==> src/rtl/cspg_pkg.sv <==
// Shared widths, constants, codes and transaction types of the color spectrum pixel generator.
`timescale 1ns / 1ps

package cspg_pkg;

   // Field and datapath widths
   localparam int COORD_W = 12;
   localparam int SIZE_W  = 13;
   localparam int CHAN_W  = 8;
   localparam int Q16_W   = 17;   // 0..65536 and hue 0..92159
   localparam int NUM_W   = 29;   // dividend of the coordinate dividers
   localparam int QUO_W   = 17;   // quotient of the coordinate dividers
   localparam int SIZE_MAX = (1 << SIZE_W) - 1;

   // Fixed-point constants
   localparam logic [Q16_W-1:0] ONE_Q16    = 17'd65536;
   localparam logic [Q16_W-1:0] HUE_FULL   = 17'd92160;
   localparam logic [Q16_W-1:0] HUE_SECTOR = 17'd15360;

   // Output queue depth and the credit counter that tracks it
   localparam int OUT_DEPTH = 32;
   localparam int OUT_PTR_W = $clog2(OUT_DEPTH);

   // Register indexes
   localparam logic [2:0] REG_LAYOUT = 3'd0;
   localparam logic [2:0] REG_MODE   = 3'd1;
   localparam logic [2:0] REG_RED    = 3'd2;
   localparam logic [2:0] REG_GREEN  = 3'd3;
   localparam logic [2:0] REG_BLUE   = 3'd4;
   localparam logic [2:0] REG_WIDTH  = 3'd5;
   localparam logic [2:0] REG_HEIGHT = 3'd6;

   // Layouts and color modes
   localparam logic       LAYOUT_SQUARE = 1'b0;
   localparam logic       LAYOUT_STRIP  = 1'b1;
   localparam logic [2:0] MODE_RED   = 3'd0;
   localparam logic [2:0] MODE_GREEN = 3'd1;
   localparam logic [2:0] MODE_BLUE  = 3'd2;
   localparam logic [2:0] MODE_HUE   = 3'd3;
   localparam logic [2:0] MODE_SAT   = 3'd4;
   localparam logic [2:0] MODE_VAL   = 3'd5;

   // Work kinds decided by the front end
   localparam logic [1:0] KIND_BLACK      = 2'd0;
   localparam logic [1:0] KIND_SQUARE_RGB = 2'd1;
   localparam logic [1:0] KIND_STRIP_RGB  = 2'd2;
   localparam logic [1:0] KIND_HSV        = 2'd3;

   typedef struct packed {
      logic [COORD_W-1:0] pixel_x;
      logic [COORD_W-1:0] pixel_y;
   } cspg_req_type;

   typedef struct packed {
      logic [CHAN_W-1:0] out_red;
      logic [CHAN_W-1:0] out_green;
      logic [CHAN_W-1:0] out_blue;
   } cspg_rsp_type;

   // Active configuration with effective sizes and derived base HSV
   typedef struct packed {
      logic              layout;
      logic [2:0]        mode;
      logic [CHAN_W-1:0] base_red;
      logic [CHAN_W-1:0] base_green;
      logic [CHAN_W-1:0] base_blue;
      logic [SIZE_W-1:0] eff_w;
      logic [SIZE_W-1:0] eff_h;
      logic [Q16_W-1:0]  base_hue;
      logic [Q16_W-1:0]  base_sat;
      logic [Q16_W-1:0]  base_val;
   } cspg_cfg_type;

   // Entry of the queue between front and back
   typedef struct packed {
      logic [1:0]       kind;
      logic [NUM_W-1:0] num_a;
      logic [NUM_W-1:0] num_b;
   } cspg_op_type;

endpackage

==> src/rtl/cspg_setup.sv <==
// Configuration registers and the serial divider that derives the base color's HSV.
`timescale 1ns / 1ps

module cspg_setup import cspg_pkg::*; (
   input  logic              clock,
   input  logic              reset,
   input  logic              csr_valid,
   output logic              csr_ready,
   input  logic [2:0]        csr_index,
   input  logic [SIZE_W-1:0] csr_wdata,
   input  logic [SIZE_W-1:0] side_limit,
   output cspg_cfg_type      cfg,
   output logic              busy
);

   localparam int DIV_W = 24;
   localparam logic       ST_IDLE = 1'b0;
   localparam logic       ST_RUN  = 1'b1;
   localparam logic [1:0] JOB_SAT = 2'd1;
   localparam logic [1:0] JOB_HUE = 2'd2;

   logic              layout_ff, layout_in;
   logic [2:0]        mode_ff, mode_in;
   logic [CHAN_W-1:0] red_ff, red_in, green_ff, green_in, blue_ff, blue_in;
   logic [SIZE_W-1:0] width_ff, width_in, height_ff, height_in;
   logic [Q16_W-1:0]  hue_ff, hue_in, sat_ff, sat_in, val_ff, val_in;
   logic              pending_ff, pending_in;
   logic              state_ff, state_in;
   logic [1:0]        job_ff, job_in;
   logic [4:0]        step_ff, step_in;
   logic [DIV_W-1:0]  num_ff, num_in, quo_ff, quo_in;
   logic [CHAN_W-1:0] rem_ff, rem_in, den_ff, den_in;

   logic              wr;
   logic [CHAN_W-1:0] mx, mn, dd, mag;
   logic              neg;
   logic [Q16_W-1:0]  hue_base;
   logic [CHAN_W:0]   rem_try;
   logic              ge;
   logic [DIV_W-1:0]  quo_done;
   logic [Q16_W-1:0]  q17;
   logic [DIV_W-1:0]  job_num;
   logic [CHAN_W-1:0] job_den;

   assign csr_ready = 1'b1;
   assign wr = csr_valid;
   assign busy = pending_ff | (state_ff == ST_RUN);

   // Max, min and the signed hue difference of the base color
   always_comb begin
      mx = red_ff;
      if (green_ff > mx) mx = green_ff;
      if (blue_ff > mx) mx = blue_ff;
      mn = red_ff;
      if (green_ff < mn) mn = green_ff;
      if (blue_ff < mn) mn = blue_ff;
      dd = mx - mn;
      priority if (red_ff == mx) begin
         neg = green_ff < blue_ff;
         mag = neg ? blue_ff - green_ff : green_ff - blue_ff;
         hue_base = '0;
      end else if (green_ff == mx) begin
         neg = blue_ff < red_ff;
         mag = neg ? red_ff - blue_ff : blue_ff - red_ff;
         hue_base = 17'd30720;
      end else begin
         neg = red_ff < green_ff;
         mag = neg ? green_ff - red_ff : red_ff - green_ff;
         hue_base = 17'd61440;
      end
   end

   // Dividend and divisor of each job
   always_comb begin
      unique case (job_in)
         JOB_SAT: begin
            job_num = {dd, 16'h0};
            job_den = mx;
         end
         default: begin
            job_num = DIV_W'(({14'h0, mag} << 14) - ({14'h0, mag} << 10));
            job_den = dd;
         end
      endcase
   end

   // One quotient bit per cycle
   assign rem_try  = {rem_ff, num_ff[DIV_W-1]};
   assign ge       = rem_try >= {1'b0, den_ff};
   assign quo_done = {quo_ff[DIV_W-2:0], ge};
   assign q17      = quo_done[Q16_W-1:0];

   always_comb begin
      layout_in  = layout_ff;
      mode_in    = mode_ff;
      red_in     = red_ff;
      green_in   = green_ff;
      blue_in    = blue_ff;
      width_in   = width_ff;
      height_in  = height_ff;
      hue_in     = hue_ff;
      sat_in     = sat_ff;
      // mx*65536/255 = mx*257, plus one when mx is 255
      val_in     = Q16_W'({mx, mx}) + Q16_W'(mx == 8'hFF);
      pending_in = pending_ff;
      state_in   = state_ff;
      job_in     = job_ff;
      step_in    = step_ff;
      num_in     = num_ff;
      quo_in     = quo_ff;
      rem_in     = rem_ff;
      den_in     = den_ff;

      // Sequencer: restart both jobs whenever a write is pending
      if (pending_ff) begin
         pending_in = 1'b0;
         state_in   = ST_RUN;
         job_in     = JOB_SAT;
         step_in    = '0;
         num_in     = job_num;
         den_in     = job_den;
         rem_in     = '0;
         quo_in     = '0;
      end else if (state_ff == ST_RUN) begin
         num_in  = num_ff << 1;
         quo_in  = quo_done;
         rem_in  = ge ? CHAN_W'(rem_try - {1'b0, den_ff}) : rem_try[CHAN_W-1:0];
         step_in = step_ff + 5'd1;
         if (step_ff == 5'(DIV_W - 1)) begin
            unique case (job_ff)
               JOB_SAT: sat_in = (mx == '0) ? '0 : q17;
               default: begin
                  if (dd == '0) hue_in = '0;
                  else if (hue_base == '0) hue_in = (neg && q17 != '0) ? HUE_FULL - q17 : q17;
                  else hue_in = neg ? hue_base - q17 : hue_base + q17;
               end
            endcase
            step_in = '0;
            rem_in  = '0;
            quo_in  = '0;
            if (job_ff == JOB_HUE) begin
               state_in = ST_IDLE;
            end else begin
               job_in = job_ff + 2'd1;
               num_in = job_num;
               den_in = job_den;
            end
         end
      end

      // Register writes
      if (wr) begin
         pending_in = 1'b1;
         unique case (csr_index)
            REG_LAYOUT: layout_in = csr_wdata[0];
            REG_MODE:   mode_in   = csr_wdata[2:0];
            REG_RED:    red_in    = csr_wdata[CHAN_W-1:0];
            REG_GREEN:  green_in  = csr_wdata[CHAN_W-1:0];
            REG_BLUE:   blue_in   = csr_wdata[CHAN_W-1:0];
            REG_WIDTH:  width_in  = csr_wdata;
            REG_HEIGHT: height_in = csr_wdata;
            default: ;
         endcase
      end
   end

   always_ff @(posedge clock) begin
      if (reset) begin
         layout_ff  <= LAYOUT_SQUARE;
         mode_ff    <= MODE_HUE;
         red_ff     <= 8'd255;
         green_ff   <= 8'd255;
         blue_ff    <= 8'd255;
         width_ff   <= 13'd256;
         height_ff  <= 13'd256;
         pending_ff <= 1'b1;
         state_ff   <= ST_IDLE;
         job_ff     <= JOB_SAT;
         step_ff    <= '0;
      end else begin
         layout_ff  <= layout_in;
         mode_ff    <= mode_in;
         red_ff     <= red_in;
         green_ff   <= green_in;
         blue_ff    <= blue_in;
         width_ff   <= width_in;
         height_ff  <= height_in;
         pending_ff <= pending_in;
         state_ff   <= state_in;
         job_ff     <= job_in;
         step_ff    <= step_in;
      end
   end

   always_ff @(posedge clock) begin
      hue_ff <= hue_in;
      sat_ff <= sat_in;
      val_ff <= val_in;
      num_ff <= num_in;
      quo_ff <= quo_in;
      rem_ff <= rem_in;
      den_ff <= den_in;
   end

   // Effective configuration
   always_comb begin
      cfg.layout     = layout_ff;
      cfg.mode       = mode_ff;
      cfg.base_red   = red_ff;
      cfg.base_green = green_ff;
      cfg.base_blue  = blue_ff;
      cfg.eff_w      = (width_ff == '0) ? SIZE_W'(1) :
                       (width_ff > side_limit) ? side_limit : width_ff;
      cfg.eff_h      = (height_ff == '0) ? SIZE_W'(1) :
                       (height_ff > side_limit) ? side_limit : height_ff;
      cfg.base_hue   = hue_ff;
      cfg.base_sat   = sat_ff;
      cfg.base_val   = val_ff;
   end

endmodule

==> config.mk <==
export PLATFORM = sky130hd
export DESIGN_NAME = cspg_setup
export DESIGN_NICKNAME = d
export VERILOG_FILES = /design/src/rtl/cspg_pkg.sv /design/src/rtl/cspg_setup.sv
export SDC_FILE = /design/constraint.sdc
export NUM_CORES = 1
export LEC_CHECK = 0
export ABC_CLOCK_PERIOD_IN_PS = 6710
export BUFFER_PORTS_ARGS = -buffer_cell sky130_fd_sc_hd__buf_2
export CAP_MARGIN = 20
export CELL_PAD_IN_SITES_DETAIL_PLACEMENT = 0
export CELL_PAD_IN_SITES_GLOBAL_PLACEMENT = 2
export CORE_UTILIZATION = 30
export DETAILED_ROUTE_END_ITERATION = 16
export GPL_ROUTABILITY_DRIVEN = 0
export HOLD_SLACK_MARGIN = 0.02
export PLACE_DENSITY = 0.68
export SYNTH_ARGS = -nofsm -noshare
export SYNTH_HDL_FRONTEND = slang
export SYNTH_SLANG_ARGS = --single-unit
export TNS_END_PERCENT = 50
==> constraint.sdc <==
create_clock -name clock -period 6.71 [get_ports clock]
set_input_delay 0.671 -clock clock [delete_from_list [all_inputs] [get_ports clock]]
set_output_delay 0.671 -clock clock [all_outputs]
set_load 0.05 [all_outputs]
==> impl_summary.md <==
Timing
The worst slew margin relative to its limit is 30.9%. The sum of negative setup slack is 0 ns. The time the worst path needs with I/O delays and setup is 6.37 ns. Static timing analysis puts the maximum clock frequency at 157 MHz. Setup violations remaining at the end of the flow were counted as 0.

The share of the clock period used by the worst path after layout is 94.9%. The clock arrives with 0.00958 ns of skew. The number of pins with negative max-slew slack in the final report was 0. The count of final hold-check violations is 0.

The transition time of the tightest slew-check pin is 1.04 ns.

Setup path
The data arrival time at the worst-slack endpoint is 6.59 ns. The type of destination of the critical path is a register. The capture point of the critical path is hue_ff[9]. The longest individual stage delay on the worst path is 0.51 ns. In this design, the critical path's most frequently occurring cell is sky130_fd_sc_hd__a21o_1. STA classifies the critical path startpoint as a register. The critical path's slowest cell is sky130_fd_sc_hd__or3b_1.

In this run the number of cells on the critical path is 24. The critical setup path kind is reg2reg. Counting both buffers and inverters, the worst setup path holds a total of 3. The critical register-to-register path startpoint is green_ff[0]. The signal on the critical path passes through inv_2 -> ha_1 -> inv_1 -> fa_1 -> nand3_1 -> a21o_1 -> a21o_1 -> mux2i_2 -> ha_1 -> and3_1 -> a221o_1 -> a21o_1 -> nand2_2 -> mux2_2 -> nor3b_1 -> a31oi_4 -> buf_4 -> o211a_1 -> a2bb2oi_1 -> or3b_1 -> nor2_1 -> a21boi_0 -> o22ai_1 -> mux2_2.

The endpoint of the lowest-slack register-to-register path is hue_ff[9]. The launching element of the worst setup path is green_ff[0]. Across all register-to-register paths, the minimum setup slack is 0.34 ns.

Of all nets on the critical path, the largest fanout is 8. The required time at the worst-slack endpoint is 6.93 ns. On the critical path the largest part of the delay comes from compound AO/OA/AOI/OAI gates.

The length in cells of the worst reg-to-reg path is 24.

Clock tree
The number of clock buffers inserted by TritonCTS is 17. The master cell of the clock root buffer is sky130_fd_sc_hd__clkbuf_16. The H-tree was split into 4 levels. For this design, the CTS-stage hold fixing added 0 buffers. The TritonCTS sink count is 160. In this run the deepest clock path goes through 2 buffers.

The clock network latency to the later pin of the worst-skew pair is 0.47 ns. Clock-pin slew was measured on the worst setup and hold paths at 0.07 ns. The clock tree from TritonCTS is built.

Power and ir drop
The internal portion of the total power is 2810 uW. The cell area power density is 342 mW/mm^2. Of the total power, the clock network draws 18.5%.

The leakage power is 0.00673 uW. Registers are responsible for 22.9% of the overall power. The combinational group share of total power is 58.7%. The worst-case IR drop observed on VDD is 0.218 mV. The completed layout was analyzed and its total power is 5160 uW. The net switching power is 2350 uW. The switching portion of total power is 45.5%.

Synthesis
Summed over all instances, the cell type with the most area after synthesis is sky130_fd_sc_hd__dfxtp_1. The portion of the post-synthesis area used by sequential elements is 29.7%. Counting every net in the synthesized netlist gives 1,694. Of the post-synthesis cell area, the dominant cell type holds 16.4%. The synthesized area divided by synthesized cell count is 8.26 sq um. The commonest register cell after synthesis is sky130_fd_sc_hd__dfxtp_1. Summing every instance area after synthesis gives 0.0127 sq mm.

The Yosys step of the flow raised 0 warnings. The number of flops mapped to enable cells by yosys is 56. The number of register bits inferred by synthesis is 160. Yosys attributes the largest share of cell area to sky130_fd_sc_hd__dfxtp_1 (16%), sky130_fd_sc_hd__edfxtp_1 (13%), sky130_fd_sc_hd__ha_1 (12%), sky130_fd_sc_hd__nand2_1 (5.0%), sky130_fd_sc_hd__nor2_1 (4.7%). After synthesis, the netlist uses 79 different library cells. Counting flops with an async set or reset pin after synthesis yields a share of 0%.

In the synthesized netlist, the number of instances is 1,534.

Final layout
The number of fill cells is 4,243. 0 antenna diodes ended up in the layout. Leaving out fill and tap cells, the most frequent cell in the layout is sky130_fd_sc_hd__nand2_1. Cells with a size suffix above 1 make up 19.1% of the layout. In the layout the commonest cells are sky130_fd_sc_hd__nand2_1 (167), sky130_fd_sc_hd__nor2_1 (158), sky130_fd_sc_hd__buf_2 (137). From synthesis to final layout, the design area changed by 19.1%. The net total in the final layout is 1,850.

Measured on the finished design, the core utilization comes to 36.6%.

Floorplanning
For this configuration, the core starts out at a cell density of 30.7%. 139 I/O pins were placed. The die footprint is 0.0430 sq mm. The total area inside the core boundary comes to 0.0412 sq mm. The number of placement rows is 74. The die outline width is 207 um.

The floorplan step set the die height to 207 um.

Placement
The HPWL after detailed placement is 33,300 um. The number of input and output port buffers inserted is 137.

Routing
The via density per instance is 5.24. The first routing iteration left 640 violations. The final routed wirelength across all metal layers is 43,200 um. The number of nets still failing antenna checks after routing is 0. In the routed design, unresolved DRC markers number 0. Across all layers, the routed design uses 11,715 vias. The first detailed-routing pass took 5 iterations. Dividing the detail-routed wire length by the instance count gives 19.3 um.

Run
Across the run, the number of max-cap violations was 0.

Global routing
Global routing used 20.1% of the available tracks. The first global-routing pass estimated 67,200 um of wire. The via count of the first global-routing pass was 11,408.

The remaining global-route overflow is 0. The number of antenna violations at the first check in global routing is 0. Entering global routing, the biggest net connects 58 pins.

Worst hold path
The min-delay analysis places its worst path in the category in2reg.

Run status
The flow ran to the end, and the final reports show no timing, DRC or antenna violations.
==> power by group through the flow <==
stage / combinational, uW / sequential, uW / clock, uW
finish: 3030 / 1180 / 953
global route: 3350 / 1190 / 1030
CTS: 2900 / 1180 / 994
detailed placement: 2890 / 1200 / 0
global placement: 2890 / 1200 / 0
floorplan: 1970 / 1350 / 0
==> cell families after synthesis <==
| family | Yosys count | share of synthesized area, % |
|---|---|---|
| AND/OR/NAND/NOR | 516 | 19.1 |
| AO/OA/AOI/OAI | 403 | 21.3 |
| buffers and inverters | 174 | 5.35 |
| flip-flops | 160 | 29.7 |
| adder cells (fa/ha/maj) | 128 | 13.1 |
| XOR/XNOR | 79 | 5.46 |
| multiplexers | 73 | 5.94 |
| other | 1 | 0.0296 |
==> per-stage QoR <==
| step | instance area [sq um] | cells | worst slack (ns) | hold WS, ns |
|---|---|---|---|---|
| finish | 15100 | 2235 | 0.344 | 0.440 |
| global route | 15100 | 2235 | -0.00682 | 0.431 |
| CTS | 14900 | 2228 | 0.0366 | 0.385 |
| detailed placement | 14300 | 2196 | -0.108 | 0.453 |
| global placement | 14300 | 2195 | 0.115 | 0.444 |
| floorplan | 12700 | 1534 | 0.00721 | 0.426 |
==> final cells by class <==
| cell class | instances | area [sq um] | area share [%] |
|---|---|---|---|
| multi-input cells | 1201 | 8430 | 55.9 |
| flip-flops and latches | 160 | 3790 | 25.1 |
| repair buffers | 214 | 1270 | 8.45 |
| well taps | 532 | 666 | 4.41 |
| clock buffers | 18 | 429 | 2.84 |
| inverters | 96 | 360 | 2.39 |
| clock inverters | 14 | 134 | 0.887 |
==> cells in the mapped netlist (31+ instances only) <==
| library cell | instances |
|---|---|
| sky130_fd_sc_hd__nand2_1 | 168 |
| sky130_fd_sc_hd__clkbuf_1 | 65 |
| sky130_fd_sc_hd__edfxtp_1 | 56 |
| sky130_fd_sc_hd__inv_1 | 94 |
| sky130_fd_sc_hd__o21ai_0 | 73 |
| sky130_fd_sc_hd__xor2_1 | 41 |
| sky130_fd_sc_hd__ha_1 | 120 |
| sky130_fd_sc_hd__xnor2_1 | 38 |
| sky130_fd_sc_hd__dfxtp_1 | 104 |
| sky130_fd_sc_hd__nor2_1 | 158 |
| sky130_fd_sc_hd__mux2i_1 | 56 |
| sky130_fd_sc_hd__o21a_1 | 31 |
| sky130_fd_sc_hd__a21oi_1 | 107 |
==> how the worst min path moves through the flow <==
stage | cells past startpoint | from | endpoint
finish | 3 | csr_wdata[8] | width_ff[8]
global route | 3 | csr_wdata[8] | width_ff[8]
CTS | 3 | csr_wdata[8] | width_ff[8]
detailed placement | 2 | rem_ff[7] | rem_ff[7]
global placement | 2 | rem_ff[7] | rem_ff[7]
floorplan | 2 | rem_ff[7] | rem_ff[7]
==> worst min-delay path: cells and delay by family <==
family,cells,cell delay [ns]
simple gates,2,0.11
buf+inv,1,0.09
==> registers in the layout, indices dropped and copies added, names as in the netlist, 5 cells and up <==
register,count
green_ff,8
quo_ff,16
step_ff,5
red_ff,8
sat_ff,17
rem_ff,8
blue_ff,8
den_ff,8
num_ff,14
val_ff,17
width_ff,13
hue_ff,17
height_ff,13
==> per-layer routing <==
layer | up-vias | GRT usage [%] | routed length, um
met2 | 254 | 32.2 | 19800
met5 | - | 0 | 0
met3 | 34 | 3.33 | 1550
met1 | 5628 | 27.5 | 21100
li1 | 5799 | - | -
met4 | 0 | 5.92 | 772
==> repair_timing <==
item,CTS,global route
endpoints found under the setup margin,1,20
hold endpoints to repair,0,0
pin swaps,0,6
gates resized for setup,2,38
cloned,0,1
buffers inserted,0,6
Power figures use the tool's default switching activity.
