--- config.mk ---
export PLATFORM = sky130hd
export DESIGN_NAME = cspg_front
export DESIGN_NICKNAME = d
export VERILOG_FILES = /design/src/rtl/cspg_pkg.sv /design/src/rtl/cspg_front.sv
export SDC_FILE = /design/constraint.sdc
export NUM_CORES = 1
export LEC_CHECK = 0
export BUFFER_PORTS_ARGS = -buffer_cell sky130_fd_sc_hd__buf_2
export CORE_MARGIN = 2
export CORE_UTILIZATION = 38
export CTS_BUF_LIST = sky130_fd_sc_hd__clkbuf_4 sky130_fd_sc_hd__clkbuf_8
export CTS_CLUSTER_SIZE = 14
export DETAILED_ROUTE_END_ITERATION = 16
export PLACE_DENSITY = 0.54
export SETUP_SLACK_MARGIN = 0.02
export SLEW_MARGIN = 20
export SYNTH_ARGS = -nofsm -noshare
export SYNTH_HDL_FRONTEND = slang
export SYNTH_SLANG_ARGS = --single-unit
--- constraint.sdc ---
create_clock -name clock -period 9.4 [get_ports clock]
set_clock_uncertainty 0.1 [all_clocks]
set_input_delay 2.35 -clock clock [delete_from_list [all_inputs] [get_ports clock]]
set_output_delay 2.35 -clock clock [all_outputs]
set_load 0.02 [all_outputs]
--- src/rtl/cspg_pkg.sv ---
// Shared widths, constants, codes and transaction types of the color spectrum pixel generator.
`timescale 1ns / 1ps

package cspg_pkg;

   // Field and datapath widths
   localparam int COORD_W = 12;
   localparam int SIZE_W  = 13;
   localparam int CHAN_W  = 8;
   localparam int Q16_W   = 17;   // 0..65536 and hue 0..92159
   localparam int NUM_W   = 29;   // dividend of the coordinate dividers
   localparam int QUO_W   = 17;   // quotient of the coordinate dividers
   localparam int SIZE_MAX = (1 << SIZE_W) - 1;

   // Fixed-point constants
   localparam logic [Q16_W-1:0] ONE_Q16    = 17'd65536;
   localparam logic [Q16_W-1:0] HUE_FULL   = 17'd92160;
   localparam logic [Q16_W-1:0] HUE_SECTOR = 17'd15360;

   // Output queue depth and the credit counter that tracks it
   localparam int OUT_DEPTH = 32;
   localparam int OUT_PTR_W = $clog2(OUT_DEPTH);

   // Register indexes
   localparam logic [2:0] REG_LAYOUT = 3'd0;
   localparam logic [2:0] REG_MODE   = 3'd1;
   localparam logic [2:0] REG_RED    = 3'd2;
   localparam logic [2:0] REG_GREEN  = 3'd3;
   localparam logic [2:0] REG_BLUE   = 3'd4;
   localparam logic [2:0] REG_WIDTH  = 3'd5;
   localparam logic [2:0] REG_HEIGHT = 3'd6;

   // Layouts and color modes
   localparam logic       LAYOUT_SQUARE = 1'b0;
   localparam logic       LAYOUT_STRIP  = 1'b1;
   localparam logic [2:0] MODE_RED   = 3'd0;
   localparam logic [2:0] MODE_GREEN = 3'd1;
   localparam logic [2:0] MODE_BLUE  = 3'd2;
   localparam logic [2:0] MODE_HUE   = 3'd3;
   localparam logic [2:0] MODE_SAT   = 3'd4;
   localparam logic [2:0] MODE_VAL   = 3'd5;

   // Work kinds decided by the front end
   localparam logic [1:0] KIND_BLACK      = 2'd0;
   localparam logic [1:0] KIND_SQUARE_RGB = 2'd1;
   localparam logic [1:0] KIND_STRIP_RGB  = 2'd2;
   localparam logic [1:0] KIND_HSV        = 2'd3;

   typedef struct packed {
      logic [COORD_W-1:0] pixel_x;
      logic [COORD_W-1:0] pixel_y;
   } cspg_req_type;

   typedef struct packed {
      logic [CHAN_W-1:0] out_red;
      logic [CHAN_W-1:0] out_green;
      logic [CHAN_W-1:0] out_blue;
   } cspg_rsp_type;

   // Active configuration with effective sizes and derived base HSV
   typedef struct packed {
      logic              layout;
      logic [2:0]        mode;
      logic [CHAN_W-1:0] base_red;
      logic [CHAN_W-1:0] base_green;
      logic [CHAN_W-1:0] base_blue;
      logic [SIZE_W-1:0] eff_w;
      logic [SIZE_W-1:0] eff_h;
      logic [Q16_W-1:0]  base_hue;
      logic [Q16_W-1:0]  base_sat;
      logic [Q16_W-1:0]  base_val;
   } cspg_cfg_type;

   // Entry of the queue between front and back
   typedef struct packed {
      logic [1:0]       kind;
      logic [NUM_W-1:0] num_a;
      logic [NUM_W-1:0] num_b;
   } cspg_op_type;

endpackage

--- src/rtl/cspg_front.sv ---
// Front end: clamps coordinates, classifies the work and queues divider operands.
`timescale 1ns / 1ps

module cspg_front import cspg_pkg::*; (
   input  logic         clock,
   input  logic         reset,
   input  logic         accept,
   input  cspg_req_type req_data,
   input  cspg_cfg_type cfg,
   input  logic         take,
   output cspg_op_type  head,
   output logic         head_valid,
   output logic         queue_full
);

   localparam int QDEPTH = 4;
   localparam int QPTR_W = $clog2(QDEPTH);

   cspg_op_type         queue_ff [QDEPTH];
   logic [QPTR_W-1:0]   wr_ptr_ff, wr_ptr_in, rd_ptr_ff, rd_ptr_in;
   logic [QPTR_W:0]     count_ff, count_in;

   logic [COORD_W-1:0]  xc, yc;
   logic [SIZE_W-1:0]   dx, dy;
   logic [NUM_W-1:0]    x_frac, y_frac, x_hue, y_hue, x_rgb, y_rgb, y_base;
   logic [CHAN_W-1:0]   base_ch;
   cspg_op_type         op;

   // Clamp coordinates to the effective size
   assign xc = ({1'b0, req_data.pixel_x} > cfg.eff_w) ? COORD_W'(cfg.eff_w) : req_data.pixel_x;
   assign yc = ({1'b0, req_data.pixel_y} > cfg.eff_h) ? COORD_W'(cfg.eff_h) : req_data.pixel_y;
   assign dx = cfg.eff_w - {1'b0, xc};
   assign dy = cfg.eff_h - {1'b0, yc};

   // Dividends: c*65536, c*92160, 255*(n-c), base*y
   assign x_frac = NUM_W'({xc, 16'h0});
   assign y_frac = NUM_W'({yc, 16'h0});
   assign x_hue  = (NUM_W'(xc) << 16) + (NUM_W'(xc) << 14) + (NUM_W'(xc) << 13)
                 + (NUM_W'(xc) << 11);
   assign y_hue  = (NUM_W'(yc) << 16) + (NUM_W'(yc) << 14) + (NUM_W'(yc) << 13)
                 + (NUM_W'(yc) << 11);
   assign x_rgb  = (NUM_W'(dx) << 8) - NUM_W'(dx);
   assign y_rgb  = (NUM_W'(dy) << 8) - NUM_W'(dy);
   assign y_base = NUM_W'(base_ch * yc);

   always_comb begin
      unique case (cfg.mode)
         MODE_RED:   base_ch = cfg.base_red;
         MODE_GREEN: base_ch = cfg.base_green;
         default:    base_ch = cfg.base_blue;
      endcase
   end

   // Classify
   always_comb begin
      op.num_a = '0;
      op.num_b = '0;
      if (cfg.mode > MODE_VAL) begin
         op.kind = KIND_BLACK;
      end else if (cfg.layout == LAYOUT_SQUARE) begin
         if (cfg.mode < MODE_HUE) begin
            op.kind  = KIND_SQUARE_RGB;
            op.num_a = x_rgb;
            op.num_b = y_rgb;
         end else begin
            op.kind  = KIND_HSV;
            op.num_a = (cfg.mode == MODE_HUE) ? x_frac : x_hue;
            op.num_b = y_frac;
         end
      end else begin
         if (cfg.mode < MODE_HUE) begin
            op.kind  = KIND_STRIP_RGB;
            op.num_b = y_base;
         end else begin
            op.kind  = KIND_HSV;
            op.num_b = (cfg.mode == MODE_HUE) ? y_hue : y_frac;
         end
      end
   end

   // Operand queue
   assign head       = queue_ff[rd_ptr_ff];
   assign head_valid = count_ff != '0;
   assign queue_full = count_ff == (QPTR_W+1)'(QDEPTH);

   always_comb begin
      wr_ptr_in = accept ? wr_ptr_ff + 1'b1 : wr_ptr_ff;
      rd_ptr_in = take ? rd_ptr_ff + 1'b1 : rd_ptr_ff;
      count_in  = count_ff + (QPTR_W+1)'(accept) - (QPTR_W+1)'(take);
   end

   always_ff @(posedge clock) begin
      if (reset) begin
         wr_ptr_ff <= '0;
         rd_ptr_ff <= '0;
         count_ff  <= '0;
      end else begin
         wr_ptr_ff <= wr_ptr_in;
         rd_ptr_ff <= rd_ptr_in;
         count_ff  <= count_in;
      end
   end

   always_ff @(posedge clock) begin
      if (accept) queue_ff[wr_ptr_ff] <= op;
   end

endmodule

==> results.md, run 1 <==
| Stage | Item | This run |
| --- | --- | --- |
| status | Result of the run | complete, no violations |
| yosys | Share of flip-flops with an asynchronous set or reset after synthesis | 0% |
| yosys | Post-synthesis sequential element count | 249 |
| setup path | Highest cell delay on the worst timing path | 640 ps |
| global routing | Total Routing Usage GR | 18.5% |
| route | Vias after detailed routing | 12902 |
| setup path | Critical path buffers and inverters | 7 |
| power | P per Cell Area | 251 nW/µm² |
| yosys | Post-Syn Nets | 2002 |
| setup path | Critical path capture point type | register |
| setup path | Master of the slowest instance on the critical path | sky130_fd_sc_hd__a221oi_1 |
| route | Final routed wirelength across all metal layers | 46000 µm |
| sta | Slew @ Worst Pin | 950 ps |
| sta | Number of hold violations in the final report | 0 |
| yosys | Proportion of netlist area held by the largest area contributor | 39.0% |
| route | Number of nets still failing antenna checks after routing | 0 |
| setup path | FF-to-FF End | queue_ff[1][54] |
| yosys | Dominant cell type by area after synthesis | sky130_fd_sc_hd__edfxtp_1 |
| setup path | Crit start category | input port |
| power | Sum of internal, switching and leakage power | 0.00524 W |
| hold path | Worst hold start | count_ff[2] |
| setup path | R2R depth | 4 |
| clocking | Buffer depth of the longest clock path | 3 |
| global routing | Number of antenna violations at the first check in global routing | 2 |
| floorplanning | I/O pin count | 195 |
| final layout | Number of nets in the finished design | 2194 |
| final layout | Fraction of final layout cells with drive strength greater than 1 | 21.0% |
| yosys | Synthesis Warnings | 0 |
| sta | RSZ-0062 raised after global routing | no |
| placed design | GPL Wtd Cong | 0.884 |
| floorplanning | Area of the die | 50400 µm² |
| floorplanning | Die X-Extent | 224 µm |
| setup path | Type of the worst setup path | in2reg |
| global routing | Overall overflow remaining after global route | 0 |
| flow run | Max Cap Violations | 0 |
| yosys | Number of synthesized flops with an enable pin | 240 |
| setup path | Arrival time at the worst endpoint | 9040 ps |
| yosys | Post-synthesis instance area | 18500 µm² |
| sta | Final-layout setup total negative slack | 0 ps |
| placed design | IO Port Bufs | 143 |
| yosys | Most used flip-flop cell after synthesis | sky130_fd_sc_hd__edfxtp_1 |
| route | Routed wire length per instance | 18.7 µm |
| setup path | Critical path destination | queue_ff[1][19] |
| clocking | Sinks on the clock net | 249 |
| placed design | Final HPWL DP | 35100 µm |
| yosys | Largest cells by area after synthesis | sky130_fd_sc_hd__edfxtp_1 (39%), sky130_fd_sc_hd__fa_1 (11%), sky130_fd_sc_hd__ha_1 (9.9%) |
| yosys | Count of unique library cells instantiated by Yosys | 87 |
| clocking | Clock network latency to the later pin of the worst-skew pair | 560 ps |
| clocking | Clock input transition at the sequential cells of the worst setup and hold paths | 70 ps |
| route | Post-route DRC violation count | 0 |
| sta | Final worst-path cycle share | 94.3% |
| route | First drt pass iteration count | 5 |
| clocking | Number of levels the H-tree was split into | 1 |
| floorplanning | Area of the placeable core | 47800 µm² |
| setup path | Required time at the worst-slack endpoint | 9570 ps |
| clocking | Cts repair resizes | 0 |
| clocking | Total clock buffers created by CTS | 31 |
| power | Worst supply voltage drop on vdd | 0.180 mV |
| hold path | Hold Path Class | reg2reg |
| clocking | Clock tree root buffer cell | sky130_fd_sc_hd__clkbuf_8 |
| sta | Max Clk Rate | 113 MHz |
| sta | Final-layout worst hold slack | 431 ps |
| clocking | TritonCTS clock tree | built |
| global routing | Pin count of the biggest net entering global routing | 61 |
| yosys | Sequential-to-total area share from yosys stat | 40.0% |
| sta | Endpoints failing setup | 0 |
| setup path | Worst setup path startpoint | cfg[54] |
| power | Leakage Power | 8.66 nW |
| final layout | Layout filler cell count | 4552 |
| setup path | Worst-path fanout max | 12 |
| route | Initial DRC Count | 752 |
| global routing | Via count of the first global-routing pass | 13163 |
| sta | Post-layout minimum cycle time | 8870 ps |
| route | DR vias/cell | 5.26 |
| clocking | Post-CTS repair timing setup buffer count | 0 |
| floorplanning | DIE HEIGHT | 224 µm |
| floorplanning | Starting density of the core | 38.6% |
| setup path | Dominant delay contributor by cell family on the critical path | compound AO/OA/AOI/OAI gates |
| global routing | First-pass GRT wire length | 72900 µm |
| final layout | Layout overhead on the synthesized area | 13.2% |
| yosys | Instance count of the mapped netlist | 1622 |
| setup path | Minimum setup slack among reg-to-reg paths | 7240 ps |
| sta | Max-slew headroom at the worst pin | 36.6% |
| yosys | Mapped Avg Cell Area | 11.4 µm² |
| floorplanning | Site Rows | 80 |
| setup path | Instance count on the critical path | 28 |
| setup path | Startpoint of the worst-slack reg-to-reg timing path | wr_ptr_ff[1] |
| clocking | Cts hold-fix bufs | 0 |
| sta | Number of max-slew violations in the final report | 0 |
[placed cells by master, fill, tap and decap left out, types with 9 or more instances in the layout]
cell / n
sky130_fd_sc_hd__xor2_1: 28
sky130_fd_sc_hd__xnor2_1: 51
sky130_fd_sc_hd__buf_2: 143
sky130_fd_sc_hd__or2_2: 25
sky130_fd_sc_hd__a21o_1: 11
sky130_fd_sc_hd__a21oi_1: 79
sky130_fd_sc_hd__nand2b_1: 17
sky130_fd_sc_hd__mux4_2: 60
sky130_fd_sc_hd__nor2_1: 190
sky130_fd_sc_hd__nand2_1: 79
sky130_fd_sc_hd__nor2b_1: 14
sky130_fd_sc_hd__edfxtp_1: 240
sky130_fd_sc_hd__o21ai_0: 58
sky130_fd_sc_hd__o22ai_1: 9
sky130_fd_sc_hd__mux2i_1: 25
sky130_fd_sc_hd__inv_1: 197
sky130_fd_sc_hd__o21a_1: 19
sky130_fd_sc_hd__ha_1: 146
sky130_fd_sc_hd__buf_4: 71
sky130_fd_sc_hd__clkbuf_8: 31
sky130_fd_sc_hd__fa_1: 101
sky130_fd_sc_hd__nand3_1: 16
sky130_fd_sc_hd__nor3_1: 26
sky130_fd_sc_hd__o211ai_1: 9
[where the power goes]
group / total (W) / internal, W / switching (W)
logic: 0.00303 / 0.00128 / 0.00176
registers: 0.00141 / 0.00139 / 0.0000266
clock network: 0.000797 / 0.000424 / 0.000372
[routing by layer]
layer  up-vias  routed length (µm)  global-route usage, %
li1       6172                   -                      -
met1      6412               21900                   26.5
met2       270               21800                   31.0
met3        48                1630                   1.23
met4         0                 688                   3.87
met5         -                   0                      0
[cell type report]
cell class	instances	area (µm²)	area share, %
multi-input combinational	1117	10100	48.2
sequential	249	7390	35.3
timing repair buffer	215	1270	6.06
tap	615	769	3.68
inverter	200	751	3.59
clock buffer	39	487	2.33
clock inverter	16	159	0.760
antenna	2	5.00	0.0239
[flip-flops by register name (all words and copies together) (netlist names), named ones only]
signal,cells
wr_ptr_ff,2
rd_ptr_ff,2
queue_ff,240
count_ff,3
[cell families after synthesis]
group | Yosys count | synth area share (%)
adders and majority gates | 247 | 20.8
DFF | 249 | 40.0
xor gates and xnor gates | 80 | 3.83
and+or+nand+nor | 426 | 10.8
AOI/OAI and AO/OA | 277 | 10.2
buffers and inverters | 256 | 5.47
muxes | 87 | 8.79
[synthesized netlist by cell type, drive strengths merged (25+ instances only)]
cell type	instances
edfxtp	240
inv	198
nor2	191
ha	146
fa	101
nand2	81
a21oi	80
o21ai	63
mux4	60
xnor2	52
clkbuf	40
xor2	28
nor3	27
mux2i	25
or2	25
[worst min-delay path by stage]
stage | end | slack (ps) | depth (start not counted)
after detailed placement | register | 410 | 2
after floorplan | register | 380 | 2
after global routing | register | 470 | 2
after global placement | count_ff[2] | 410 | 2
final | count_ff[2] | 430 | 2
after CTS | register | 440 | 2
[through the flow]
stage	util, %	instances	worst slack, ps	area [µm²]
6_report	43.7	2453	534	20900
5_1_grt	43.7	2453	84.2	20900
4_1_cts	43.7	2451	554	20900
3_5_place_dp	42.4	2396	-60.0	20300
3_3_place_gp	42.4	2396	11.0	20300
2_1_floorplan	-	1622	336	18500
[tightest hold or removal path, cell delays in order (launching register included)]
cell and delay [ps]:
sky130_fd_sc_hd__dfxtp_1 350, sky130_fd_sc_hd__xnor2_1 80, sky130_fd_sc_hd__nor2_1 70
(Power assumes the default switching activity.)
==> run 2: changes to the inputs <==
--- a/config.mk
+++ b/config.mk
@@ -5,13 +5,13 @@
 export SDC_FILE = /design/constraint.sdc
 export NUM_CORES = 1
 export LEC_CHECK = 0
-export BUFFER_PORTS_ARGS = -buffer_cell sky130_fd_sc_hd__buf_2
+export BUFFER_PORTS_ARGS = -buffer_cell sky130_fd_sc_hd__buf_4
 export CORE_MARGIN = 2
-export CORE_UTILIZATION = 38
+export CORE_UTILIZATION = 55
 export CTS_BUF_LIST = sky130_fd_sc_hd__clkbuf_4 sky130_fd_sc_hd__clkbuf_8
 export CTS_CLUSTER_SIZE = 14
 export DETAILED_ROUTE_END_ITERATION = 16
-export PLACE_DENSITY = 0.54
+export PLACE_DENSITY = 0.71
 export SETUP_SLACK_MARGIN = 0.02
 export SLEW_MARGIN = 20
 export SYNTH_ARGS = -nofsm -noshare
==> constraint.sdc (replaced) <==
create_clock -name clock -period 10.5 [get_ports clock]
set_clock_uncertainty 0.1 [all_clocks]
set_input_delay 2.625 -clock clock [delete_from_list [all_inputs] [get_ports clock]]
set_output_delay 2.625 -clock clock [all_outputs]
set_load 0.02 [all_outputs]
==> run 2 against run 1 <==
Effect of this change:
- flip-flop and latch count unchanged
- critical path depth down 1
- first-iteration DRC count up 24%
- routed wire length down 6.9%
- worst hold slack better by 17 ps
- sequential share of layout area up 0.32 points
- count of clock-buffer cells in the layout down 6
- clock power down 18%
==> results.md, run 2 (synthesized netlist as in run 1, its figures left out) <==
| Stage | Item | This run |
| --- | --- | --- |
| final layout | Layout overhead on the synthesized area | 12.2% |
| clocking | Sinks on the clock net | 249 |
| sta | Max-slew headroom at the worst pin | 35.4% |
| sta | Slew @ Worst Pin | 968 ps |
| route | Number of nets still failing antenna checks after routing | 0 |
| setup path | Crit start category | input port |
| clocking | Cts hold-fix bufs | 0 |
| floorplanning | Area of the placeable core | 33300 µm² |
| setup path | Arrival time at the worst endpoint | 9600 ps |
| route | Final routed wirelength across all metal layers | 42800 µm |
| setup path | Required time at the worst-slack endpoint | 10640 ps |
| sta | RSZ-0062 raised after global routing | no |
| flow run | Max Cap Violations | 0 |
| floorplanning | Site Rows | 67 |
| floorplanning | Area of the die | 35100 µm² |
| placed design | GPL Wtd Cong | 0.903 |
| sta | Final-layout worst hold slack | 448 ps |
| final layout | Flip-flop count of the largest register, all copies and words added | 240 |
| power | Leakage Power | 8.57 nW |
| setup path | Type of the worst setup path | in2reg |
| status | Result of the run | complete, no violations |
| placed design | Final HPWL DP | 32500 µm |
| final layout | Highest-count cells in the layout ignoring fill and taps | sky130_fd_sc_hd__edfxtp_1 (240), sky130_fd_sc_hd__inv_1 (197), sky130_fd_sc_hd__nor2_1 (190) |
| global routing | Number of antenna violations at the first check in global routing | 0 |
| clocking | Clock tree root buffer cell | sky130_fd_sc_hd__clkbuf_8 |
| clocking | Clock input transition at the sequential cells of the worst setup and hold paths | 70 ps |
| placed design | IO Port Bufs | 143 |
| route | Routed wire length per instance | 19.0 µm |
| final layout | Most frequent standard cell in the layout excluding fill and tap cells | sky130_fd_sc_hd__edfxtp_1 |
| setup path | Worst-path fanout max | 13 |
| floorplanning | DIE HEIGHT | 187 µm |
| sta | Final-layout setup total negative slack | 0 ps |
| clocking | Clock network latency to the later pin of the worst-skew pair | 530 ps |
| sta | Final worst-path cycle share | 90.1% |
| floorplanning | I/O pin count | 195 |
| global routing | Overall overflow remaining after global route | 0 |
| final layout | Fraction of final layout cells with drive strength greater than 1 | 19.1% |
| global routing | First-pass GRT wire length | 67800 µm |
| global routing | Total Routing Usage GR | 24.6% |
| sta | Post-layout minimum cycle time | 9460 ps |
| sta | Max Clk Rate | 106 MHz |
| final layout | Layout filler cell count | 2651 |
| power | P per Cell Area | 220 nW/µm² |
| sta | Endpoints failing setup | 0 |
| clocking | TritonCTS clock tree | built |
| clocking | Buffer depth of the longest clock path | 3 |
| floorplanning | Starting density of the core | 55.5% |
| setup path | Critical path capture point type | register |
| final layout | Fin area | 20700 µm² |
| hold path | Hold Path Class | reg2reg |
| floorplanning | Die X-Extent | 187 µm |
| clocking | Number of levels the H-tree was split into | 1 |
| route | DR vias/cell | 5.72 |
| route | First drt pass iteration count | 5 |
| sta | Number of hold violations in the final report | 0 |
| clocking | Cts repair resizes | 0 |
| sta | Number of max-slew violations in the final report | 0 |
| final layout | Number of nets in the finished design | 2158 |
| clocking | Post-CTS repair timing setup buffer count | 0 |
| final layout | Biggest regs | queue_ff (240), count_ff (3) |
| route | Vias after detailed routing | 12872 |
| global routing | Pin count of the biggest net entering global routing | 61 |
| route | Post-route DRC violation count | 0 |
| clocking | Total clock buffers created by CTS | 31 |
| placed design | Placed Instance Area | 20100 µm² |
| global routing | Via count of the first global-routing pass | 12809 |
| route | Initial DRC Count | 936 |
| final layout | Register ranked first by flip-flop count | queue_ff |
| power | Worst supply voltage drop on vdd | 0.149 mV |
| final layout | Antenna cell count | 0 |
run 2: metrics by stage:
stage,utilization (%),std cells,power [W],worst slack (ps)
after global placement,60.5,2193,0.00384,590
final,62.3,2249,0.00455,1040
after global routing,62.3,2249,0.00490,592
after floorplan,-,1622,0.00318,1160
after detailed placement,60.5,2193,0.00390,470
after CTS,62.3,2249,0.00456,1040
run 2: final timing paths:
kind                           to  cells past startpoint         start  slack, ps
hold reg to reg      rd_ptr_ff[0]                      2  rd_ptr_ff[0]        450
setup reg to reg  queue_ff[2][21]                      4  wr_ptr_ff[0]       8610
hold / removal       rd_ptr_ff[0]                      2  rd_ptr_ff[0]        450
setup / recovery  queue_ff[1][16]                     27   req_data[3]       1040
run 2: cell type report:
type | count | area [µm²] | area share (%)
flip-flops and latches | 249 | 7390 | 35.7
clock buffers | 33 | 442 | 2.13
repair buffers | 179 | 1340 | 6.48
inverters | 200 | 751 | 3.62
well taps | 448 | 561 | 2.70
clock inverters | 23 | 154 | 0.742
multi-input cells | 1117 | 10100 | 48.7
run 2: power by group:
| group | switching [W] | internal, W |
|---|---|---|
| combinational | 0.00156 | 0.00107 |
| clock | 0.000317 | 0.000333 |
| sequential | 0.0000238 | 0.00124 |
run 2: per-layer routing:
metal	vias to the layer above	wire (µm)	track usage [%]	part of all wire (%)
li1	6102	-	-	-
met1	6288	19400	36.2	45
met2	418	19600	39.6	46
met3	64	2790	1.95	6.5
met4	0	1030	6.84	2.4
met5	-	0	0	0
run 2: critical path: stages:
cell and delay (ps):
sky130_fd_sc_hd__buf_4 120, sky130_fd_sc_hd__ha_1 320, sky130_fd_sc_hd__a21oi_1 120, sky130_fd_sc_hd__a21boi_0 110
sky130_fd_sc_hd__o31a_1 300, sky130_fd_sc_hd__o31ai_2 260, sky130_fd_sc_hd__buf_4 240, sky130_fd_sc_hd__nor2_1 60
sky130_fd_sc_hd__a21oi_1 540, sky130_fd_sc_hd__or2_2 240, sky130_fd_sc_hd__fa_1 420, sky130_fd_sc_hd__fa_1 490
sky130_fd_sc_hd__inv_1 60, sky130_fd_sc_hd__fa_1 530, sky130_fd_sc_hd__inv_1 60, sky130_fd_sc_hd__fa_1 540
sky130_fd_sc_hd__inv_1 50, sky130_fd_sc_hd__ha_1 360, sky130_fd_sc_hd__o21a_1 200, sky130_fd_sc_hd__o21a_1 160
sky130_fd_sc_hd__o22ai_1 190, sky130_fd_sc_hd__o21ai_0 190, sky130_fd_sc_hd__a311o_1 420, sky130_fd_sc_hd__nand2_1 100
sky130_fd_sc_hd__a21boi_0 100, sky130_fd_sc_hd__xnor2_1 170, sky130_fd_sc_hd__a221oi_1 610
==> run 3: changes to the inputs <==
--- a/config.mk
+++ b/config.mk
@@ -5,13 +5,16 @@
 export SDC_FILE = /design/constraint.sdc
 export NUM_CORES = 1
 export LEC_CHECK = 0
+export ABC_AREA = 1
 export BUFFER_PORTS_ARGS = -buffer_cell sky130_fd_sc_hd__buf_4
 export CORE_MARGIN = 2
 export CORE_UTILIZATION = 55
 export CTS_BUF_LIST = sky130_fd_sc_hd__clkbuf_4 sky130_fd_sc_hd__clkbuf_8
 export CTS_CLUSTER_SIZE = 14
 export DETAILED_ROUTE_END_ITERATION = 16
+export MAX_ROUTING_LAYER = met4
 export PLACE_DENSITY = 0.71
+export REMOVE_ABC_BUFFERS = 1
 export SETUP_SLACK_MARGIN = 0.02
 export SLEW_MARGIN = 20
 export SYNTH_ARGS = -nofsm -noshare
==> run 3 against run 2 <==
Effect of this change:
- cell count rose by 30%
- utilization fell by 0.39 points
- critical endpoint is now queue_ff[3][13]
- worst setup slack improved by 690 ps
- global-route usage rose by 4.7 points
- non-clock buffer count fell by 22
- fmax rose by 7.9%
- register-to-register slack got worse by 60 ps
- sequential power barely moved
- worst hold slack got worse by 30 ps
- combinational power rose by 8.0%
- first-iteration DRC count rose by 36%
- die area rose by 6.1%
- highest routed layer unchanged
==> results.md, run 3 <==
| Stage | Item | This run |
| --- | --- | --- |
| setup path | Worst-path fanout max | 21 |
| global routing | Overall overflow remaining after global route | 0 |
| clocking | Cts repair resizes | 0 |
| final layout | Number of nets in the finished design | 2825 |
| route | Post-route DRC violation count | 0 |
| final layout | Flip-flop count of the largest register, all copies and words added | 240 |
| sta | Final worst-path cycle share | 83.5% |
| yosys | Post-synthesis instance area | 19600 µm² |
| global routing | Via count of the first global-routing pass | 15160 |
| global routing | Total Routing Usage GR | 29.3% |
| sta | Post-layout minimum cycle time | 8770 ps |
| yosys | Library cell with the highest instance count after synthesis | sky130_fd_sc_hd__nand2_1 |
| setup path | Minimum setup slack among reg-to-reg paths | 8550 ps |
| yosys | Sequential-to-total area share from yosys stat | 37.6% |
| route | First drt pass iteration count | 5 |
| route | Routed wire length per instance | 17.8 µm |
| placed design | Placed cells | 2867 |
| flow run | Max Cap Violations | 0 |
| route | Vias after detailed routing | 16312 |
| hold path | Hold Path Class | reg2reg |
| route | Final routed wirelength across all metal layers | 52300 µm |
| clocking | Post-CTS repair timing setup buffer count | 0 |
| sta | Endpoints failing setup | 0 |
| floorplanning | Area of the die | 37200 µm² |
| setup path | Master of the slowest instance on the critical path | sky130_fd_sc_hd__o21ai_4 |
| final layout | Highest-count cells in the layout ignoring fill and taps | sky130_fd_sc_hd__nand2_1 (382), sky130_fd_sc_hd__inv_1 (357), sky130_fd_sc_hd__nor2_1 (303) |
| final layout | Layout overhead on the synthesized area | 11.4% |
| clocking | Total clock buffers created by CTS | 37 |
| setup path | Startpoint of the worst-slack reg-to-reg timing path | wr_ptr_ff[0] |
| clocking | Clock network latency to the later pin of the worst-skew pair | 550 ps |
| yosys | Commonest cells post-synth | sky130_fd_sc_hd__nand2_1 (382), sky130_fd_sc_hd__inv_1 (362), sky130_fd_sc_hd__nor2_1 (303) |
| status | Result of the run | complete, no violations |
| floorplanning | DIE HEIGHT | 193 µm |
| setup path | FF-to-FF End | queue_ff[0][49] |
| yosys | Post-synthesis sequential element count | 249 |
| floorplanning | Area of the placeable core | 35300 µm² |
| yosys | Mapped Avg Cell Area | 8.49 µm² |
| sta | Number of max-slew violations in the final report | 0 |
| yosys | Proportion of netlist area held by the largest area contributor | 36.7% |
| yosys | Most used flip-flop cell after synthesis | sky130_fd_sc_hd__edfxtp_1 |
| setup path | Crit start category | input port |
| yosys | Largest cells by area after synthesis | sky130_fd_sc_hd__edfxtp_1 (37%), sky130_fd_sc_hd__fa_1 (10%), sky130_fd_sc_hd__ha_1 (9.3%) |
| hold path | Worst hold start | wr_ptr_ff[0] |
| setup path | Highest cell delay on the worst timing path | 550 ps |
| clocking | Clock tree root buffer cell | sky130_fd_sc_hd__clkbuf_8 |
| global routing | Number of antenna violations at the first check in global routing | 2 |
| sta | Max Clk Rate | 114 MHz |
| power | Leakage Power | 10.1 nW |
| setup path | R2R depth | 5 |
| final layout | Fraction of final layout cells with drive strength greater than 1 | 13.0% |
| sta | Slew @ Worst Pin | 1050 ps |
| hold path | Hold path depth | 2 |
| placed design | Final HPWL DP | 38800 µm |
| setup path | Required time at the worst-slack endpoint | 10600 ps |
| clocking | Clock input transition at the sequential cells of the worst setup and hold paths | 60 ps |
| placed design | Placed Instance Area | 21100 µm² |
| setup path | Critical path capture point type | register |
| route | DR vias/cell | 5.56 |
| floorplanning | Site Rows | 69 |
| route | Number of nets still failing antenna checks after routing | 0 |
| floorplanning | I/O pin count | 195 |
| clocking | TritonCTS clock tree | built |
| global routing | First-pass GRT wire length | 81300 µm |
| setup path | Most used cell along the critical path | sky130_fd_sc_hd__nand2_1 |
| placed design | GPL Wtd Cong | 0.946 |
| yosys | Instance count of the mapped netlist | 2311 |
| yosys | Synthesis Warnings | 0 |
| sta | Final-layout setup total negative slack | 0 ps |
| setup path | Arrival time at the worst endpoint | 8870 ps |
| clocking | Number of levels the H-tree was split into | 2 |
| yosys | Dominant cell type by area after synthesis | sky130_fd_sc_hd__edfxtp_1 |
| power | P per Cell Area | 225 nW/µm² |
| route | Initial DRC Count | 1275 |
| final layout | Layout filler cell count | 3112 |
| floorplanning | Die X-Extent | 193 µm |
| sta | RSZ-0062 raised after global routing | no |
| sta | Number of hold violations in the final report | 0 |
| final layout | Non-filler cells in the finished layout | 2933 |
| placed design | IO Port Bufs | 143 |
| clocking | Sinks on the clock net | 249 |
| power | Worst supply voltage drop on vdd | 0.146 mV |
| yosys | Count of unique library cells instantiated by Yosys | 57 |
| floorplanning | Starting density of the core | 55.6% |
| global routing | Pin count of the biggest net entering global routing | 103 |
| setup path | Type of the worst setup path | in2reg |
| final layout | Register ranked first by flip-flop count | queue_ff |
| final layout | Biggest regs | queue_ff (240), count_ff (3) |
| final layout | Most frequent standard cell in the layout excluding fill and tap cells | sky130_fd_sc_hd__nand2_1 |
| final layout | Fin area | 21900 µm² |
| yosys | Number of synthesized flops with an enable pin | 240 |
| sta | Max-slew headroom at the worst pin | 30.3% |
| hold path | Worst hold endpoint | wr_ptr_ff[0] |
| sta | Final-layout worst hold slack | 418 ps |
| clocking | Cts hold-fix bufs | 0 |
| yosys | Share of flip-flops with an asynchronous set or reset after synthesis | 0% |
| final layout | Area taken by multi-input logic gates | 10500 µm² |
| clocking | Buffer depth of the longest clock path | 3 |
| final layout | Reg area | 7390 µm² |
-- run 3: cell count changes in the layout (fill, tap and decap cells not counted), moves of 18 or more --
cell                      change
sky130_fd_sc_hd__buf_4       -22
sky130_fd_sc_hd__xor2_1      -18
sky130_fd_sc_hd__mux4_2      -60
sky130_fd_sc_hd__inv_2       +24
sky130_fd_sc_hd__nand2_2     +22
sky130_fd_sc_hd__inv_1      +160
sky130_fd_sc_hd__o22ai_1     +57
sky130_fd_sc_hd__nand2_1    +303
sky130_fd_sc_hd__nand3_1    +113
sky130_fd_sc_hd__xnor2_1     -39
sky130_fd_sc_hd__nor2_1     +113
sky130_fd_sc_hd__mux2i_1     -25
sky130_fd_sc_hd__or2_2       -24
sky130_fd_sc_hd__o21ai_0    +126
-- run 3: worst max-delay path, delay by kind of cell --
kind	cells	cell delay, ps
compound gates	5	1340
fa+ha+maj	6	2640
xor+xnor	1	120
buf+inv	8	810
simple gates	12	1310
-- run 3: metal layers --
layer / part of all wire, % / track usage, % / wire length [µm] / vias up
met1: 46 / 42.5 / 24000 / 7652
li1: - / - / - / 7948
met2: 44 / 44.0 / 22900 / 638
met3: 8.4 / 3.87 / 4370 / 74
met4: 1.8 / 6.55 / 948 / 0
met5: 0 / - / 0 / -
-- run 3: layout make-up --
class	count	area share (%)
tap	461	2.64
antenna	2	0.0229
timing repair buffer	157	5.39
inverter	383	6.59
sequential	249	33.8
multi-input combinational	1617	48.0
clock inverter	12	0.630
clock buffer	52	2.90
-- run 3: logic make-up (layout without fill, tap and decap cells) --
kind of cell,after synthesis,count (layout),synth area share (%)
buffers and inverters,445,604,8.88
and+or+nand+nor,930,930,20.6
other,0,2,0
AOI/OAI and AO/OA,417,417,12.2
DFF,249,249,37.6
xor gates and xnor gates,23,23,1.06
adders and majority gates,247,247,19.6
-- run 3: power breakdown --
| part | internal, W | leakage [nW] | switching, W |
|---|---|---|---|
| Clock | 0.000465 | 0.407 | 0.000358 |
| Sequential | 0.00123 | 2.31 | 0.0000204 |
| Combinational | 0.00101 | 7.43 | 0.00184 |
-- run 3: worst max-delay path by stage --
stage	startpoint	endpoint	slack, ps	cells past startpoint
4_1_cts	cfg[62]	queue_ff[2][13]	1800	32
2_1_floorplan	cfg[62]	queue_ff[0][13]	2220	30
3_5_place_dp	cfg[59]	queue_ff[2][13]	1250	32
3_3_place_gp	cfg[59]	queue_ff[2][13]	1350	32
5_1_grt	cfg[55]	queue_ff[2][13]	1340	30
6_report	cfg[59]	queue_ff[3][13]	1730	32
-- run 3: through the flow --
stage / power [W] / utilization (%) / setup WS, ps
3_5_place_dp: 0.00408 / 59.7 / 1250
4_1_cts: 0.00492 / 61.9 / 1800
3_3_place_gp: 0.00404 / 59.7 / 1350
6_report: 0.00492 / 61.9 / 1730
2_1_floorplan: 0.00333 / - / 2220
5_1_grt: 0.00536 / 61.9 / 1340
